**src/rtl/core/ugb_pkg.sv**
```systemverilog
// ----------------------------------------------------------------------------
// ugb_pkg
// shared types and codes of the uniform grid broadphase
// ----------------------------------------------------------------------------
`default_nettype none

package ugb_pkg;

  // one request
  typedef struct packed {
    logic [2:0]         action;
    logic [4:0]         object_id;
    logic signed [31:0] box_min_x;
    logic signed [31:0] box_min_y;
    logic signed [31:0] box_max_x;
    logic signed [31:0] box_max_y;
    logic [15:0]        category_bits;
    logic [15:0]        mask_bits;
  } ugb_in_t;

  // one result
  typedef struct packed {
    logic [4:0] partner_id;
    logic       found;
    logic       last;
    logic       status;
  } ugb_out_t;

  // action codes
  localparam logic [2:0] ACT_PLACE   = 3'd0;
  localparam logic [2:0] ACT_REMOVE  = 3'd1;
  localparam logic [2:0] ACT_QUERY   = 3'd2;
  localparam logic [2:0] ACT_FIND    = 3'd3;
  localparam logic [2:0] ACT_CLR_IGN = 3'd4;

  // register indexes
  localparam logic [2:0] REG_GRID_COLS  = 3'd0;
  localparam logic [2:0] REG_GRID_ROWS  = 3'd1;
  localparam logic [2:0] REG_ORIGIN_X   = 3'd2;
  localparam logic [2:0] REG_ORIGIN_Y   = 3'd3;
  localparam logic [2:0] REG_CELL_SHIFT = 3'd4;

  localparam int CFG_DW = 32;
  localparam int CFG_AW = 3;

  // status codes
  localparam logic STATUS_OK      = 1'b0;
  localparam logic STATUS_NO_SLOT = 1'b1;

  // what a cell walk does to each cell
  typedef enum logic [1:0] {
    WOP_CLR,
    WOP_SET,
    WOP_GATHER
  } walk_op_e;

  // controller to datapath
  typedef struct packed {
    logic     load;
    logic     calc;
    logic     walk_init;
    logic     walk_src_new;
    walk_op_e walk_op;
    logic     walk_rd;
    logic     walk_wr;
    logic     slot_write;
    logic     slot_drop;
    logic     ign_clear;
    logic     ign_upd;
    logic     single;
    logic     single_status;
    logic     emit_init;
    logic     emit_step;
    logic     init_step;
  } ugb_cmd_t;

  // datapath to controller
  typedef struct packed {
    logic [2:0] action;
    logic       id_oob;
    logic       id_valid;
    logic       walk_empty;
    logic       walk_last;
    logic       sel_empty;
    logic       init_done;
  } ugb_stat_t;

endpackage

`default_nettype wire

```
**src/rtl/core/ugb_ctrl.sv**
```systemverilog
// ----------------------------------------------------------------------------
// ugb_ctrl
// sequencer of the broadphase: decode, cell walks, result scan
// ----------------------------------------------------------------------------
`default_nettype none

module ugb_ctrl (
  input  wire                clk_i,
  input  wire                rst_ni,
  input  wire                start_i,
  input  ugb_pkg::ugb_stat_t stat_i,
  output ugb_pkg::ugb_cmd_t  cmd_o,
  output logic               busy_o
);
  import ugb_pkg::*;

  typedef enum logic [7:0] {
    S_INIT    = 8'b0000_0001,
    S_IDLE    = 8'b0000_0010,
    S_DEC     = 8'b0000_0100,
    S_DISP    = 8'b0000_1000,
    S_WALK_RD = 8'b0001_0000,
    S_WALK_WR = 8'b0010_0000,
    S_FIN     = 8'b0100_0000,
    S_EMIT    = 8'b1000_0000
  } state_e;

  state_e   state_q, state_d;
  walk_op_e op_q, op_d;

  always_comb begin
    state_d     = state_q;
    op_d        = op_q;
    cmd_o       = '0;
    cmd_o.walk_op = op_q;
    case (state_q)
      S_INIT: begin
        cmd_o.init_step = 1'b1;
        if (stat_i.init_done) state_d = S_IDLE;
      end
      S_IDLE: begin
        if (start_i) begin
          cmd_o.load = 1'b1;
          state_d    = S_DEC;
        end
      end
      S_DEC: begin
        cmd_o.calc = 1'b1;
        state_d    = S_DISP;
      end
      S_DISP: begin
        case (stat_i.action)
          ACT_QUERY: begin
            cmd_o.walk_init    = 1'b1;
            cmd_o.walk_src_new = 1'b1;
            op_d               = WOP_GATHER;
            state_d            = S_WALK_RD;
          end
          ACT_CLR_IGN: begin
            cmd_o.ign_clear     = 1'b1;
            cmd_o.single        = 1'b1;
            cmd_o.single_status = STATUS_OK;
            state_d             = S_IDLE;
          end
          ACT_PLACE, ACT_REMOVE, ACT_FIND: begin
            if (stat_i.id_oob) begin
              cmd_o.single        = 1'b1;
              cmd_o.single_status = STATUS_NO_SLOT;
              state_d             = S_IDLE;
            end else if (stat_i.action == ACT_PLACE) begin
              cmd_o.walk_init = 1'b1;
              state_d         = S_WALK_RD;
              if (stat_i.id_valid) begin
                op_d = WOP_CLR;
              end else begin
                cmd_o.slot_write   = 1'b1;
                cmd_o.walk_src_new = 1'b1;
                op_d               = WOP_SET;
              end
            end else if (!stat_i.id_valid) begin
              cmd_o.single        = 1'b1;
              cmd_o.single_status = STATUS_NO_SLOT;
              state_d             = S_IDLE;
            end else begin
              cmd_o.walk_init = 1'b1;
              op_d    = (stat_i.action == ACT_REMOVE) ? WOP_CLR : WOP_GATHER;
              state_d = S_WALK_RD;
            end
          end
          default: begin
            cmd_o.single        = 1'b1;
            cmd_o.single_status = STATUS_OK;
            state_d             = S_IDLE;
          end
        endcase
      end
      S_WALK_RD: begin
        if (stat_i.walk_empty) begin
          state_d = S_FIN;
        end else begin
          cmd_o.walk_rd = 1'b1;
          state_d       = S_WALK_WR;
        end
      end
      S_WALK_WR: begin
        cmd_o.walk_wr = 1'b1;
        state_d = stat_i.walk_last ? S_FIN : S_WALK_RD;
      end
      S_FIN: begin
        case (op_q)
          WOP_CLR: begin
            if (stat_i.action == ACT_PLACE) begin
              cmd_o.slot_write   = 1'b1;
              cmd_o.walk_init    = 1'b1;
              cmd_o.walk_src_new = 1'b1;
              op_d               = WOP_SET;
              state_d            = S_WALK_RD;
            end else begin
              cmd_o.slot_drop     = 1'b1;
              cmd_o.single        = 1'b1;
              cmd_o.single_status = STATUS_OK;
              state_d             = S_IDLE;
            end
          end
          WOP_SET: begin
            cmd_o.single        = 1'b1;
            cmd_o.single_status = STATUS_OK;
            state_d             = S_IDLE;
          end
          WOP_GATHER: begin
            cmd_o.emit_init = 1'b1;
            cmd_o.ign_upd   = (stat_i.action == ACT_FIND);
            state_d         = S_EMIT;
          end
          default: state_d = S_IDLE;
        endcase
      end
      S_EMIT: begin
        if (stat_i.sel_empty) state_d = S_IDLE;
        else cmd_o.emit_step = 1'b1;
      end
      default: state_d = S_IDLE;
    endcase
  end

  always_ff @(posedge clk_i or negedge rst_ni) begin
    if (!rst_ni) begin
      state_q <= S_INIT;
      op_q    <= WOP_GATHER;
    end else begin
      state_q <= state_d;
      op_q    <= op_d;
    end
  end

  assign busy_o = (state_q != S_IDLE);

endmodule

`default_nettype wire

```
**config.mk**
```make
export PLATFORM = sky130hd
export DESIGN_NAME = ugb_ctrl
export DESIGN_NICKNAME = d
export VERILOG_FILES = /design/src/rtl/core/ugb_pkg.sv /design/src/rtl/core/ugb_ctrl.sv
export SDC_FILE = /design/constraint.sdc
export NUM_CORES = 1
export LEC_CHECK = 0
export ABC_AREA = 1
export BUFFER_PORTS_ARGS = -buffer_cell sky130_fd_sc_hd__clkbuf_2
export CAP_MARGIN = 20
export CORE_MARGIN = 2
export CORE_UTILIZATION = 52
export DETAILED_ROUTE_END_ITERATION = 6
export PLACE_DENSITY = 0.88
export SLEW_MARGIN = 20
export SYNTH_ARGS = -nofsm -noshare
export SYNTH_HDL_FRONTEND = slang
export SYNTH_SLANG_ARGS = --single-unit
```
**constraint.sdc**
```tcl
create_clock -name clk_i -period 2.8 [get_ports clk_i]
set_clock_uncertainty 0.1 [all_clocks]
set_input_delay 0.56 -clock clk_i [delete_from_list [all_inputs] [get_ports clk_i]]
set_output_delay 0.56 -clock clk_i [all_outputs]
set_load 0.02 [all_outputs]
```
* Yosys cells after proc, flatten, opt, wreduce, memory -nomap -nowiden
Cells that the tools add are included.
Word-level totals: register bits after elaboration 10, input bits 12, output and inout bits 18, logic and storage cells 90
Operators by class: eq/ne operators 23, muxes and demuxes 59, reductions and logical operators 6
Operator list (number):
- 8-bit case mux with 8 select lines | 1
- 8-bit 2-to-1 mux | 5
- 8-bit case mux with 2 select lines | 2
- 2-bit 2-to-1 mux | 14
- 2-bit case mux with 2 select lines | 7
- 1-bit 2-to-1 mux | 25
- 7-bit 2-to-1 mux | 2
- 5-bit 2-to-1 mux | 2
- 8-bit by 1-bit == test with 1-bit output (second input constant) | 1
- 8-bit by 2-bit == test with 1-bit output (second input constant) | 1
- 8-bit by 3-bit == test with 1-bit output (second input constant) | 1
- 8-bit by 4-bit == test with 1-bit output (second input constant) | 1
- 8-bit by 5-bit == test with 1-bit output (second input constant) | 1
- 8-bit by 6-bit == test with 1-bit output (second input constant) | 1
- 8-bit by 7-bit == test with 1-bit output (second input constant) | 1
- 8-bit == test (second input constant) | 1
- 2-bit inequality test (second input constant) | 4
- 8-bit by 2-bit inequality test with 1-bit output (second input constant) | 1
- 3-bit by 2-bit == test with 1-bit output (second input constant) | 2
- 6-bit AND reduction | 1
- 4-bit inequality test (second input constant) | 1
- 3-bit by 1-bit == test with 1-bit output (second input constant) | 1
- 3-bit == test (second input constant) | 1
- 3-bit logical NOT | 1
- 10 further kinds | 10

* Depth between registers and ports, before layout
Gate-level depths: netlist of the first run.
depth after elaboration 7, mapped depth 9, gate-level depth less buffers 9

* Worst setup path before layout of the first run
Ideal clock, no wire load.
path type in2out, from input stat_i[8] (netlist name), to output cmd_o[8] (netlist name), arrival time 1.498 ns, data required time 2.140 ns, path slack 0.642 ns, cell stages on the path 5, path buffers 0, cell sequence nor2_2 -> nand2_2 -> nor2_1 -> inv_1 -> o31ai_1
RTL lines:
- start: declaration | line ugb_ctrl.sv:11 | input ugb_pkg::ugb_stat_t stat_i,
- end: declaration | line ugb_ctrl.sv:12 | output ugb_pkg::ugb_cmd_t cmd_o,

==> results of run 1 <==
state kept, by name, indices dropped and copies added, names as in the netlist:
signal,count
op_q,2
state_q,8
final timing paths:
kind	from	to	slack [ns]
worst min-delay path	rst_ni	state_q[3]	0.05
worst max register to register	state_q[0]	state_q[1]	1.32
min in group clk_i	stat_i[3]	state_q[5]	0.38
worst min register to register	op_q[1]	state_q[7]	0.49
worst max-delay path	state_q[2]	cmd_o[7]	0.51
max in group asynchronous	rst_ni	op_q[1]	2.28
metrics by stage:
step           total power, mW  hold WS [ns]
2_1_floorplan            0.432         0.164
6_report                 0.609        0.0482
3_3_place_gp             0.504         0.343
4_1_cts                  0.612        0.0609
5_1_grt                  0.660        0.0581
3_5_place_dp             0.512         0.347
area by class of cell:
class                   count  area share
multi-input cells          81       0.478
flip-flops and latches     10       0.248
repair buffers             29       0.143
inverters                  24      0.0886
clock buffers               3      0.0221
well taps                  16      0.0197
worst max-delay path: cells and delay by family, from the launching register on:
kind          cells  cell delay, ns
buf+inv           2            0.29
flops             1            0.43
simple gates      4            0.65
layer usage:
layer  share of wire  global-route usage  wire length (µm)
met2            0.51               0.382               934
met4           0.021              0.0909                39
met5               0                   0                 0
met1            0.42               0.273               782
met3           0.050              0.0417                93
where the power goes:
part	internal, mW	switching, mW
sequential	0.175	0.0373
clock	0.0498	0.0507
combinational	0.0996	0.196
total	0.325	0.284
layout by cell type (no fill, tap or decap):
| master | netlist | final |
|---|---|---|
| nand3_1 | 6 | 6 |
| inv_1 | 21 | 21 |
| inv_2 | 3 | 3 |
| nand3_2 | 4 | 4 |
| nor2_1 | 21 | 21 |
| nand2_2 | 4 | 4 |
| nor3_2 | 1 | 1 |
| nand2_4 | 2 | 2 |
| nor3_1 | 3 | 3 |
| o21ai_0 | 2 | 2 |
| o31ai_1 | 2 | 2 |
| nand4_1 | 1 | 1 |
| clkbuf_4 | 0 | 3 |
| a22o_1 | 1 | 1 |
| nor2_2 | 6 | 6 |
| nor2_4 | 5 | 5 |
| nor2_8 | 1 | 1 |
| nor4_2 | 1 | 1 |
| nor4_1 | 1 | 1 |
| clkbuf_2 | 0 | 29 |
| o311ai_0 | 1 | 1 |
| a221oi_2 | 1 | 1 |
| o21ai_1 | 1 | 1 |
| nand2_1 | 17 | 17 |
| dfrtp_1 | 8 | 8 |
| dfstp_2 | 2 | 2 |
cells by family after synthesis:
kind of cell | share of synthesized area
buf+inv | 0.109
compound gates | 0.0754
flops | 0.305
simple gates | 0.511
==> summary.md, run 1 <==
| Metric | Value |
|---|---|
| Gpl congestion | `0.840` |
| Critical path class | `flip-flop to output port` |
| Setup TNS | `0 ns` |
| Area Overhead vs Synth | `22.6%` |
| CP peak stage delay | `0.43 ns` |
| Register bit total from synthesis | `10` |
| Sequence of cells on the critical path | `nor2_4, nand2_4, nor2_4, inv_2, nor4_1, clkbuf_2` |
| Top FF cell, synth | `dfrtp_1` |
| Largest net degree at the start of global routing | `11` |
| Slowest cell on the critical path | `dfrtp_1` |
| Clk buf depth | `2` |
| Number of synthesized flops with an enable pin | `0` |
| Placed Area | `995 µm²` |
| Worst-Skew Late Latency | `0.27 ns` |
| Final setup vio count | `0` |
| Tot GR Track Use | `0.223` |
| Worst min path class | `primary input to asynchronous set/reset pin` |
| CP max FO | `7` |
| Yosys warns | `0` |
| Fmax | `437 MHz` |
| Slew @ Worst Pin | `0.318 ns` |
| Final worst setup slack | `0.510 ns` |
| Final Max Slew Viols | `0` |
| Routed WL per cell | `11.3 µm` |
| WP data required | `2.14 ns` |
| Register area | `253 µm²` |
| Buffers on Ports | `29` |
| Unrepaired setup endpoints after global routing | `no` |
| Outcome | `finished, final reports clean` |
| Synth area leader | `dfrtp_1` |
| Cts hold-fix bufs | `0` |
| Post-route cell area | `1020 µm²` |
| Vias | `837` |
| Setup crit end kind | `output port` |
| Multi-input gate area | `487 µm²` |
| Initial antenna violation count | `0` |
| First-pass GRT wire length | `3.19 mm` |
| # clock sinks | `10` |
| Top-area cell type share of the netlist area | `0.241` |
| Clock transition at path regs | `0.07 ns` |
| Pwr Density | `598 nW/µm²` |
| CTS buffer count | `3` |
| IO Count | `30` |
| Via/cell ratio | `5.13` |
| Relative slew slack | `0.785` |
| Worst reg2reg path depth | `9` |
| Drt first pass iters | `4` |
| Top cells by area, synth | `dfrtp_1 24%, inv_1 9.5%, nor2_1 9.5%` |
| DPL Wire Length | `1.58 mm` |
| Place WS | `0.594 ns` |
| Fill count | `128` |
| Die width | `43.9 µm` |
| Post-Place Cells | `160` |
| Syn_nets | `127` |
| Ys async rst share | `1.00` |
| Leakage | `0.582 nW` |
| Fraction of layout cells with a size suffix above 1 | `0.422` |
| Syn avg cell area | `7.21 µm²` |
| Global route total overflow | `0` |
| Drt total wl | `1.85 mm` |
| Mapped Area | `830 µm²` |
| Startpoint types | `flip-flop` |
| Iter 0 DRT Violations | `6` |
| Post-CTS setup buffer count | `0` |
| Core area | `1510 µm²` |
| Post-route ant nets | `0` |
| Synth cell count leaders | `21 x inv_1, 21 x nor2_1, 17 x nand2_1, 8 x dfrtp_1` |
| Tmin final | `2.29 ns` |
| # rows | `14` |
| Post-layout net count | `161` |
| Synth Instances | `115` |
| CTS tree | `yes` |
| Die height | `43.9 µm` |
| H-tree Lvls | `1` |
| Crit path top cell by count | `nor2_4` |
| Unique masters post-synth | `24` |
| Register area share after synthesis | `0.305` |
| Remaining DRCs | `0` |
| Root buffer cell | `clkbuf_4` |
| Post-cts resize count | `0` |
| CP arrival | `1.63 ns` |
| Max-Cap Viols | `0` |
| ANT cells | `0` |
| Final Cycle Share | `0.818` |
| Final core utilization | `0.675` |
| VDD IR max | `0.000423 V` |
| Vias in the first global route | `784` |
| Total die area | `1930 µm²` |
| Final instance count without filler cells | `163` |
| Final Hold Vio Count | `0` |
| Starting Density | `0.551` |
Power figures use the tool's default switching activity.
==> run 2: changes to the inputs <==
- CORE_UTILIZATION: 52 -> 48
- PLACE_DENSITY: 0.88 -> 0.83
- clock period: 2.8 -> 2.3 ns (I/O delays scaled with it)
==> run 2 against run 1 <==
Die area rose by 7.6%; via count rose by 1.2%; flip-flop and latch count stayed put; clock power is 13% higher; final area rose by 1.8%; non-clock buffer count is 2 higher; global-route usage shrank 2.6 points.
==> summary.md, run 2 (synthesis results as in run 1) <==
| Metric | Value |
|---|---|
| Outcome | `finished, final reports clean` |
| Startpoint types | `flip-flop` |
| H-tree Lvls | `1` |
| Slew @ Worst Pin | `0.349 ns` |
| Final setup vio count | `0` |
| Worst-Skew Late Latency | `0.26 ns` |
| Place WS | `0.295 ns` |
| Root buffer cell | `clkbuf_4` |
| Crit path top cell by count | `nor2_4` |
| Critical path class | `flip-flop to output port` |
| Leakage | `0.592 nW` |
| CTS buffer count | `3` |
| Post-layout net count | `163` |
| Via/cell ratio | `5.10` |
| ANT cells | `0` |
| Drt first pass iters | `5` |
| First-pass GRT wire length | `2.97 mm` |
| CP max FO | `7` |
| Area Overhead vs Synth | `24.9%` |
| Final core utilization | `0.620` |
| Buffer and inverter count on the worst path | `2` |
| Relative slew slack | `0.764` |
| Die height | `45.6 µm` |
| Max reg flops | `8` |
| Setup crit end kind | `output port` |
| Tmin final | `2.19 ns` |
| VDD IR max | `0.000436 V` |
| Starting Density | `0.497` |
| Slowest cell on the critical path | `dfrtp_1` |
| Initial antenna violation count | `0` |
| Clock transition at path regs | `0.06 ns` |
| # clock sinks | `10` |
| IO Count | `30` |
| Remaining DRCs | `0` |
| Post-route ant nets | `0` |
| Drt total wl | `1.87 mm` |
| Biggest register | `state_q` |
| Vias in the first global route | `711` |
| Fill count | `161` |
| Setup TNS | `0 ns` |
| Clk buf depth | `2` |
| Fraction of layout cells with a size suffix above 1 | `0.423` |
| Worst min path class | `primary input to flip-flop` |
| Tot GR Track Use | `0.198` |
| Unrepaired setup endpoints after global routing | `no` |
| CP peak stage delay | `0.43 ns` |
| Buffers on Ports | `29` |
| Routed WL per cell | `11.2 µm` |
| Global route total overflow | `0` |
| Iter 0 DRT Violations | `17` |
| Top Registers | `state_q x8, op_q x2` |
| Fmax | `457 MHz` |
| Die width | `45.6 µm` |
| Vias | `847` |
| CTS tree | `yes` |
| Sequence of cells on the critical path | `nor2_4, nand2_4, nor2_4, inv_2, o31ai_1, clkbuf_2` |
| Commonest non-fill, non-tap cell in the layout | `clkbuf_2` |
| Final Cycle Share | `0.952` |
| CP arrival | `1.63 ns` |
| CP top delay family | `simple AND/OR/NAND/NOR gates` |
| Largest net degree at the start of global routing | `11` |
| Multi-input gate area | `487 µm²` |
| Total die area | `2080 µm²` |
| Max-Cap Viols | `0` |
| Most frequent cells in the layout | `28 x clkbuf_2, 21 x inv_1, 21 x nor2_1` |
| # rows | `15` |
| Final Max Slew Viols | `0` |
| Core area | `1670 µm²` |
| Final Hold Vio Count | `0` |
| DPL Wire Length | `1.59 mm` |
| Pwr Density | `724 nW/µm²` |
| WP data required | `1.74 ns` |
| Final worst setup slack | `0.111 ns` |
| Gpl congestion | `0.821` |
| Register area | `253 µm²` |
-- run 2: cell count changes in the layout (fill, tap and decap cells not counted) --
| cell | change |
|---|---|
| dlygate4sd3_1 | +1 |
| buf_2 | +1 |
| buf_4 | +1 |
| clkbuf_2 | -1 |
-- run 2: area by class of cell --
| type | count | area share |
|---|---|---|
| flip-flops and latches | 10 | 0.244 |
| clock buffers | 3 | 0.0217 |
| inverters | 24 | 0.0870 |
| repair buffers | 31 | 0.157 |
| multi-input cells | 81 | 0.470 |
| well taps | 17 | 0.0205 |
-- run 2: layer usage --
layer	wire, µm	global-route usage	up-vias
met2	923	0.335	29
met3	86	0.0119	4
met4	26	0.0882	0
met5	0	0	-
met1	829	0.256	381
li1	-	-	433
-- run 2: repair_timing --
action,in CTS,in global routing
gates resized for setup,0,1
setup buffers,0,1
hold endpoints to repair,8,0
endpoints found under the setup margin,0,1
hold buffers,1,0
-- run 2: through the flow --
step / cell area (µm²) / cells / power, mW / hold WS, ns
final: 1040 / 166 / 0.750 / 0.311
after global routing: 1040 / 166 / 0.810 / 0.296
after CTS: 1030 / 165 / 0.744 / 0.295
after detailed placement: 996 / 161 / 0.625 / 0.236
after global placement: 996 / 161 / 0.615 / 0.237
after floorplan: 830 / 115 / 0.525 / 0.0644
-- run 2: power by group --
group | internal (mW) | total (mW) | switching, mW | leakage, nW
Sequential | 0.214 | 0.260 | 0.0465 | 0.127
Combinational | 0.132 | 0.377 | 0.245 | 0.451
Clock | 0.0600 | 0.113 | 0.0529 | 0.0138
Total | 0.406 | 0.750 | 0.344 | 0.592
-- run 2: final timing paths --
check / start / slack (ns) / end / depth (start not counted)
max in group asynchronous: rst_ni / 1.31 / op_q[1] / 2
min in group asynchronous: rst_ni / 0.52 / state_q[2] / 2
hold reg to reg: op_q[1] / 0.49 / state_q[7] / 2
setup / recovery: state_q[3] / 0.11 / cmd_o[4] / 6
hold / removal: stat_i[3] / 0.31 / state_q[5] / 2
setup reg to reg: state_q[0] / 0.79 / state_q[1] / 9
